[config.mk]
export PLATFORM = sky130hd
export DESIGN_NAME = kwp2000_frame_receiver_unit
export DESIGN_NICKNAME = d
export VERILOG_FILES = /design/src/hdl/kwp_pkg.sv /design/src/hdl/kwp_frame_step.sv /design/src/hdl/kwp2000_frame_receiver_unit.sv
export SDC_FILE = /design/constraint.sdc
export NUM_CORES = 1
export LEC_CHECK = 0
export ABC_AREA = 1
export ABC_CLOCK_PERIOD_IN_PS = 3630
export BUFFER_PORTS_ARGS = -buffer_cell sky130_fd_sc_hd__clkbuf_2
export CAP_MARGIN = 20
export CORE_ASPECT_RATIO = 0.7
export CORE_MARGIN = 2
export CORE_UTILIZATION = 53
export DETAILED_ROUTE_END_ITERATION = 10
export PLACE_DENSITY = 0.77
export SLEW_MARGIN = 20
export SYNTH_ARGS = -nofsm -noshare
export SYNTH_HDL_FRONTEND = slang
export SYNTH_SLANG_ARGS = --single-unit
[constraint.sdc]
create_clock -name clk -period 3.63 [get_ports clk]
set_input_delay 0.5445 -clock clk [delete_from_list [all_inputs] [get_ports clk]]
set_output_delay 0.5445 -clock clk [all_outputs]
set_load 0.01 [all_outputs]
[src/hdl/kwp_pkg.sv]
// ----------------------------------------------------------------------------
// KWP2000 frame receiver package
// Shared types, status codes and stream field layout.
// ----------------------------------------------------------------------------
`timescale 1ns / 1ps
`default_nettype none

package kwp_pkg;

  localparam int unsigned IN_TDATA_W  = 8;
  localparam int unsigned OUT_TDATA_W = 32;
  localparam int unsigned OUT_TUSER_W = 3;

  // Output tdata field positions
  localparam int unsigned PIDX_LSB = 0;
  localparam int unsigned PBYTE_LSB = 8;
  localparam int unsigned HLEN_LSB = 16;
  localparam int unsigned DLEN_LSB = 19;
  localparam int unsigned DLEN_MSB = 26;

  // Format byte fields
  localparam logic [1:0] FMT_MODE_BAD = 2'b01;

  typedef enum logic [1:0] {
    STS_NEED    = 2'd0,
    STS_DONE_OK = 2'd1,
    STS_ERROR   = 2'd2,
    STS_ABORTED = 2'd3
  } status_t;

  typedef struct packed {
    logic [2:0] hdr_cnt;
    logic [2:0] hdr_len;
    logic [7:0] data_len;
    logic [8:0] data_cnt;
    logic [7:0] sum;
  } frame_state_t;

  typedef struct packed {
    status_t    status;
    logic       payload_valid;
    logic [7:0] payload_index;
    logic [7:0] payload_byte;
    logic [2:0] hdr_len;
    logic [7:0] data_len;
  } frame_result_t;

endpackage

`default_nettype wire

[src/hdl/kwp_frame_step.sv]
// ----------------------------------------------------------------------------
// KWP2000 frame step logic
// Next frame state and result for one received byte.
// ----------------------------------------------------------------------------
`timescale 1ns / 1ps
`default_nettype none

module kwp_frame_step (
  input  kwp_pkg::frame_state_t  st,
  input  logic [7:0]             rx_byte,
  input  logic                   abort,
  output kwp_pkg::frame_state_t  st_nxt,
  output kwp_pkg::frame_result_t res
);

  always_comb begin
    logic [2:0] hl;
    logic [7:0] dl;
    logic [8:0] dc;
    logic [7:0] sum;
    logic [2:0] hc_n;
    logic [8:0] dc_n;
    logic       finish;

    hl     = st.hdr_len;
    dl     = st.data_len;
    dc     = st.data_cnt;
    sum    = st.sum;
    hc_n   = st.hdr_cnt;
    dc_n   = st.data_cnt;
    finish = 1'b0;
    res    = '0;
    st_nxt = st;

    if (abort) begin
      // Drop the partial frame
      res.status = kwp_pkg::STS_ABORTED;
      st_nxt     = '0;
    end else if (st.hdr_cnt == 3'd0 && rx_byte[7:6] == kwp_pkg::FMT_MODE_BAD) begin
      res.status  = kwp_pkg::STS_ERROR;
      res.hdr_len = 3'd1;
      st_nxt      = '0;
    end else begin
      if (st.hdr_cnt == 3'd0) begin
        // Decode the format byte
        hl  = 3'd1 + (rx_byte[7] ? 3'd2 : 3'd0) + ((rx_byte[5:0] == 6'd0) ? 3'd1 : 3'd0);
        dl  = {2'b00, rx_byte[5:0]};
        dc  = 9'd0;
        sum = 8'd0;
      end
      dc_n = dc;
      if (st.hdr_cnt != hl) begin
        hc_n = st.hdr_cnt + 3'd1;
        sum  = sum + rx_byte;
        if (dl == 8'd0 && hc_n == hl) begin
          dl = rx_byte;
        end
        res.status = kwp_pkg::STS_NEED;
      end else begin
        dc_n = dc + 9'd1;
        if (dc_n <= {1'b0, dl}) begin
          res.payload_valid = 1'b1;
          res.payload_index = dc[7:0];
          res.payload_byte  = rx_byte;
          sum               = sum + rx_byte;
          res.status        = kwp_pkg::STS_NEED;
        end else begin
          res.status = (sum == rx_byte) ? kwp_pkg::STS_DONE_OK : kwp_pkg::STS_ERROR;
          finish     = 1'b1;
        end
      end
      res.hdr_len  = hl;
      res.data_len = dl;
      if (finish) begin
        st_nxt = '0;
      end else begin
        st_nxt.hdr_cnt  = hc_n;
        st_nxt.hdr_len  = hl;
        st_nxt.data_len = dl;
        st_nxt.data_cnt = dc_n;
        st_nxt.sum      = sum;
      end
    end
  end

endmodule

`default_nettype wire

[src/hdl/kwp2000_frame_receiver_unit.sv]
// ----------------------------------------------------------------------------
// KWP2000 frame receiver
// Byte-serial ISO 14230 frame recognizer with payload indexing and checksum.
// ----------------------------------------------------------------------------
// Output: each byte's result is registered and shown in the cycle after its byte's transaction.
// Throughput: one byte per cycle while the result side does not stall; the frame state updates in a single pass
//   between its register and the output register.
// Reset: rst_n low (synchronous) returns the frame state to idle and empties
//   the output register.
`timescale 1ns / 1ps
`default_nettype none

module kwp2000_frame_receiver_unit (
  input  wire logic                                clk,
  input  wire logic                                rst_n,
  // Input stream
  input  wire logic                                in_tvalid,
  output logic                                     in_tready,
  input  wire logic [kwp_pkg::IN_TDATA_W-1:0]      in_tdata,   // [7:0] rx_byte
  input  wire logic                                in_tuser,   // [0] abort
  // Result stream
  output logic                                     out_tvalid,
  input  wire logic                                out_tready,
  // [7:0] payload_index, [15:8] payload_byte, [18:16] frame_header_length,
  // [26:19] frame_data_length, [31:27] zero
  output logic [kwp_pkg::OUT_TDATA_W-1:0]          out_tdata,
  output logic [kwp_pkg::OUT_TUSER_W-1:0]          out_tuser   // [1:0] status, [2] payload_valid
);

  kwp_pkg::frame_state_t  st_r;
  kwp_pkg::frame_state_t  st_nxt;
  kwp_pkg::frame_result_t res;

  logic                               out_valid_r;
  logic [kwp_pkg::OUT_TDATA_W-1:0]    out_tdata_r;
  logic [kwp_pkg::OUT_TUSER_W-1:0]    out_tuser_r;
  logic                               in_accept;

  // Take a new byte whenever the output register is empty or draining
  assign in_tready = !out_valid_r || out_tready;
  assign in_accept = in_tvalid && in_tready;

  kwp_frame_step u_step (
    .st      (st_r),
    .rx_byte (in_tdata),
    .abort   (in_tuser),
    .st_nxt  (st_nxt),
    .res     (res)
  );

  always_ff @(posedge clk) begin
    if (!rst_n) begin
      st_r        <= '0;
      out_valid_r <= 1'b0;
    end else begin
      if (in_accept) begin
        // Advance the frame state and load the result
        st_r        <= st_nxt;
        out_valid_r <= 1'b1;
      end else if (out_tready) begin
        out_valid_r <= 1'b0;
      end
    end
  end

  // Payload register: hold while the downstream side stalls
  always_ff @(posedge clk) begin
    if (in_accept) begin
      out_tdata_r <= {5'd0, res.data_len, res.hdr_len, res.payload_byte, res.payload_index};
      out_tuser_r <= {res.payload_valid, res.status};
    end
  end

  assign out_tvalid = out_valid_r;
  assign out_tdata  = out_tdata_r;
  assign out_tuser  = out_tuser_r;

endmodule

`default_nettype wire

# ---- Yosys cells after proc, flatten, opt, wreduce, memory -nomap -nowiden
# Cells that the tools add are included.
dict set report op_classes {
  add_sub_neg 5
  n_mul 0
  div 0
  order_cmp 1
  n_eq_ne 4
  n_shift 0
  n_mux 35
  bitwise_logic 1
  reduce_logical 14
}
# cell n
set op_table {}
lappend op_table {{$mux W31} 3}
lappend op_table {{$mux W8} 10}
lappend op_table {{$mux W9} 4}
lappend op_table {{$mux W17} 1}
lappend op_table {{$mux W3} 4}
lappend op_table {{$add A9 B1 Y9 const B} 1}
lappend op_table {{$le A9 B8 Y1} 1}
lappend op_table {{$mux W1} 9}
lappend op_table {{$add A8 B8 Y8} 1}
lappend op_table {{$eq A8 B8 Y1} 1}
lappend op_table {{$logic_not A8 Y1} 1}
lappend op_table {{$mux W2} 4}
lappend op_table {{$logic_not A6 Y1} 1}
lappend op_table {{$reduce_bool A4 Y1} 1}
lappend op_table {{$reduce_or A4 Y1} 1}
lappend op_table {{$add A1 B3 Y3 const A} 1}
lappend op_table {{$add A3 B1 Y3 const B} 1}
lappend op_table {{$add A3 B3 Y3} 1}
lappend op_table {{$eq A3 B3 Y1} 1}
lappend op_table {{$logic_and A1 B1 Y1} 3}
lappend op_table {{$logic_not A3 Y1} 1}
lappend op_table {{$ne A3 B3 Y1} 1}
lappend op_table {{$reduce_or A3 Y1} 1}
lappend op_table {{$eq A2 B1 Y1 const B} 1}
lappend op_table {{other kinds (6)} 6}
dict set report totals {
  reg_bits 62
  latch_bits 0
  ram_bits 0
  romBits 0
  inputBits 13
  out_inout_bits 37
  elab_cells 72
  memories 0
}

# ---- Depth between registers and ports, before layout
dict set report depth {
  depth_word 13
  ltp_mapped 26
}

# ---- Hierarchy
# From an unflattened synthesis, not the netlist that was laid out.
dict set report unflattened {
  hier_cells 624
  area_unflattened_um2 4320.4
}
# module instances cells_each area_each_um2 seq_area_each_um2
set by_module_without_submodules {}
lappend by_module_without_submodules {kwp2000_frame_receiver_unit 1 244 2406.1 1541.5}
lappend by_module_without_submodules {kwp_frame_step 1 380 1914.3 0.0}

# ---- Worst setup path after synthesis
# No wires, ideal clock.
dict set report synth_path {
  path_kind {reg2reg}
  start {reg st_r[28] (netlist bit)}
  end {reg out_tdata_r, in the netlist out_tdata[0], data pin}
  t_arrival_ps 3172
  path_slack_ps 203
  stages_incl_launch_ff 26
  path_cell_list {dfxtp_1 inv_1 ha_1 inv_1 nor2_2 buf_4 buf_2 nor2_1 ha_1 nand3_2 nor2_2 xor2_1 inv_1 ha_1 nand2_1 nor2_1 nand2_1 nand3_1 nand2_1 nand2_1 nand2_1 nand2_1 nand2_1 nand3_2 buf_2 nor2_1}
}
dict set report synth_via {
  elab_chain_cells 8
  word_cells_on_any_way 16
}
# item line_no
set synth_lines {}
lappend synth_lines {{from (decl)} kwp2000_frame_receiver_unit.sv:30} ;# kwp_pkg::frame_state_t st_r;
lappend synth_lines {{from (signal assigned)} kwp2000_frame_receiver_unit.sv:58} ;# st_r <= st_nxt;
lappend synth_lines {{$logic_not A3 Y1} {kwp_frame_step.sv:39, kwp_frame_step.sv:44}}
lappend synth_lines {{$mux W9} kwp_frame_step.sv:44} ;# if (st.hdr_cnt == 3'd0) begin
lappend synth_lines {{$mux W9} kwp_frame_step.sv:39} ;# end else if (st.hdr_cnt == 3'd0 && rx_byte[7:6] == kwp_pkg::FMT_MODE_BAD) begin
lappend synth_lines {{$mux W9} kwp_frame_step.sv:35} ;# if (abort) begin
lappend synth_lines {{$add A9 B1 Y9} kwp_frame_step.sv:60} ;# dc_n = dc + 9'd1;
lappend synth_lines {{$le A9 B8 Y1} kwp_frame_step.sv:61} ;# if (dc_n <= {1'b0, dl}) begin
lappend synth_lines {{$not A1 Y1 (no line)} -}
lappend synth_lines {{$reduce_or A4 Y1 (no line)} -}
lappend synth_lines {{to (signal assigned)} kwp2000_frame_receiver_unit.sv:69} ;# out_tdata_r <= {5'd0, res.data_len, res.hdr_len, res.payload_byte, res.payload_index};
lappend synth_lines {{to (decl)} kwp2000_frame_receiver_unit.sv:35} ;# logic [kwp_pkg::OUT_TDATA_W-1:0] out_tdata_r;
# Parallel ways exist; a longest one is shown, timed or not. The select of a mux whose other input is x is not followed.
# A chain may end at the register's enable or synchronous reset.

# ---- Worst setup path after layout
dict set report layout_path {
  start {reg st_r[28] (netlist bit)}
  end {reg out_tdata_r, in the netlist out_tdata[15], data pin}
}
dict set report layout_via {
  elab_chain_cells 8
  word_cells_on_any_way 16
}
# item line_no
set layout_lines {}
lappend layout_lines {{$logic_not A3 Y1} {kwp_frame_step.sv:39, kwp_frame_step.sv:44}}
lappend layout_lines {{$mux W9} kwp_frame_step.sv:44}
lappend layout_lines {{$mux W9} kwp_frame_step.sv:39}
lappend layout_lines {{$mux W9} kwp_frame_step.sv:35}
lappend layout_lines {{$add A9 B1 Y9} kwp_frame_step.sv:60}
lappend layout_lines {{$le A9 B8 Y1} kwp_frame_step.sv:61}
lappend layout_lines {{$not A1 Y1 (no line)} -}
lappend layout_lines {{$reduce_or A4 Y1 (no line) *} -}
# Mark *: on every way between the ends. The rest lies on a longest branch, timed or not. The select of a mux whose other input is x is not followed.

==> impl_metrics.tcl <==
set metrics [dict create \
    grt_usage_pct 24.9 \
    end_kind "register" \
    drtAntennaViolNets 0 \
    r2r_slack_ns 0.30 \
    clk_latency_ns 0.35 \
    synth-seq-area-share_pct 39.9 \
    ys.warnings.count 0 \
    start_kind "register" \
    path_max_fanout 16 \
    fin_area_mm2 0.00442 \
    arrival_ns 3.42 \
    path_clk_slew_ns 0.07 \
    wl_um 9570 \
    first_pass_iters 8 \
    finalCriticalPeriod_ns 3.33 \
    nets 622 \
    cts.sinks 62 \
    wl_per_cell_um 13.9 \
    crit_required_ns 3.72 \
    maxCapViolations 0 \
    clock_skew_ns 0.00975 \
    cts_root_buf "clkbuf_8" \
    synth_top_cell_by_area "edfxtp_1" \
    run_status "finished with violations" \
    ctsHoldBuffers 0 \
    dieHeight_um 75.4 \
    ioPinCount 50 \
    hp-class "input port to register" \
    power.density_mw_per_mm2 375 \
    drive_gt1_share_pct 16.5 \
    drt-initial-drc-count 300 \
    place_area_mm2 0.00414 \
    path_class "register to register" \
    synth.top_cell.area_share_pct 23.3 \
    grt_pass1_vias 3190 \
    area_growth_pct 14.5 \
    die-width_um 106 \
    synth_area_per_cell_um2 7.17 \
    core_area_mm2 0.00691 \
    gp_congestion 0.919 \
    setup_viol 0 \
    grt_overflow_total 0 \
    grt_max_degree 35 \
    yosys-top-cells-area "edfxtp_1 (23%), dfxtp_1 (17%), nand2_1 (13%)" \
    syn_area_mm2 0.00386 \
    drc_errors 1 \
    cts_buffer_depth 2 \
    fp-row-count 25 \
    cts_tree "yes" \
    vias 3619 \
    fill_cells 620 \
    io_buffers 44 \
    post-place-cells 666 \
    ir_worst_vdd_v 0.000243 \
    avgViaCountPerCell 5.26 \
    worst_pin_slew_ns 1.08 \
    p_leak_uw 0.00211 \
    fmax_mhz 300 \
    violations "design-rule violations" \
    numCtsBuffers 9 \
    finalCritPeriodShare_pct 91.8 \
    slew_headroom_pct 28.2 \
    antenna_cells_inserted 0 \
    finalSetupTns_ns 0 \
    initial_core_util_pct 55.9 \
    final_core_utilization_pct 64.0 \
    die_area_mm2 0.00800 \
    stdcell_count 688 \
    htree_levels 3 \
    antenna_found_initial 0 \
    ys_types 31 \
    syn_inst 539 \
    grt_pass1_wl_um 15300 \
    hpwl_um 6830 \
    yosys_register_bits 62 \
    hold_viol 0 \
    drv_slew 0 \
]
placed cells by master (no fill, tap or decap), types with 5 or more instances in the layout:
cell type	n
nor2_2	5
o21ai_0	9
inv_1	82
nand3_1	55
nor2_1	76
clkbuf_2	44
ha_1	17
conb_1	5
nand3b_1	5
clkbuf_8	9
edfxtp_1	30
buf_4	12
nand2_1	134
dfxtp_1	31
xor2_1	10
a21oi_1	30
cells in the mapped netlist:
master	number
nand3_1	55
nand3_4	1
buf_6	1
buf_4	8
nand3b_1	5
nand2_2	3
inv_1	82
ha_1	19
nand2_1	136
buf_8	2
edfxtp_1	30
o21ai_2	1
nor2_1	78
fa_1	1
nor4_1	1
o21ai_1	1
clkbuf_1	7
nor3_1	4
nand4_1	3
inv_4	1
xnor2_1	2
dfxtp_1	32
buf_2	5
nor2_2	6
conb_1	1
xor2_1	10
inv_2	1
o21ai_0	9
nand2_4	1
a21oi_1	30
nand3_2	3
critical path, cell delays in order (launching register included):
cell and delay [ns]:
dfxtp_2 0.34, inv_1 0.12, ha_2 0.24, inv_1 0.08, nor2_4 0.22, buf_4 0.29, nor2_1 0.10, inv_1 0.08
nand2_1 0.05, o21ai_0 0.10, inv_1 0.07, ha_1 0.27, nand2_1 0.07, nor2_1 0.14, nand2_1 0.07, nand3_1 0.08
nand2_1 0.05, nand2_1 0.06, nand2_1 0.07, nand2_1 0.07, nand2_2 0.10, nand3_4 0.17, buf_4 0.17, nor2_1 0.05
routing by layer:
| layer | vias to the layer above | track usage (%) | wire (µm) |
|---|---|---|---|
| met5 | - | 0 | 0 |
| li1 | 1792 | - | - |
| met2 | 190 | 40.2 | 4210 |
| met3 | 22 | 4.62 | 870 |
| met4 | 0 | 10.2 | 220 |
| met1 | 1615 | 33.9 | 4270 |
sequential cells by signal, indices dropped and copies added (netlist names):
| signal | cells |
|---|---|
| out_tdata | 27 |
| out_tuser | 3 |
| out_tvalid | 1 |
| st_r | 31 |
path summary, 6_finish.rpt:
| kind | start | to | cells past startpoint |
|---|---|---|---|
| setup / recovery | st_r[28] | out_tdata[15] | 23 |
| hold reg to reg | st_r[0] | st_r[0] | 2 |
| hold / removal | rst_n | st_r[28] | 3 |
| setup reg to reg | st_r[28] | out_tdata[15] | 23 |
stage by stage:
| stage | power (µW) | setup WS, ns | hold slack [ns] |
|---|---|---|---|
| floorplan | 989 | 0.203 | 0.445 |
| global placement | 1060 | 0.191 | 0.452 |
| detailed placement | 1070 | -0.0149 | 0.457 |
| CTS | 1650 | 0.0423 | 0.407 |
| global route | 1730 | -0.0212 | 0.439 |
| finish | 1660 | 0.299 | 0.404 |
power breakdown:
group	internal [µW]	total (µW)	switching, µW
Combinational	87.3	289	202
Sequential	768	779	11.4
Clock	312	591	279
kinds of logic after synthesis:
family,Yosys count,share of synthesized area [%]
XOR/XNOR,12,2.72
adder cells (fa/ha/maj),20,6.67
AND/OR/NAND/NOR,296,33.0
buffers and inverters,107,12.2
flip-flops,62,39.9
AO/OA/AOI/OAI,41,5.41
other,1,0.0971
final cells by class:
class	count	area [µm²]	share of cell area [%]
multi-input cells	375	1930	43.6
flip-flops and latches	62	1540	34.9
repair buffers	57	330	7.47
inverters	84	318	7.18
clock buffers	9	124	2.80
well taps	94	118	2.66
clock inverters	7	65.1	1.47
timing repair:
item,CTS,global route
gates resized for setup,1,12
pin swaps,0,1
endpoints found under the setup margin,8,49
cloned,0,1
setup buffers,0,5
(Power assumes the default switching activity.)
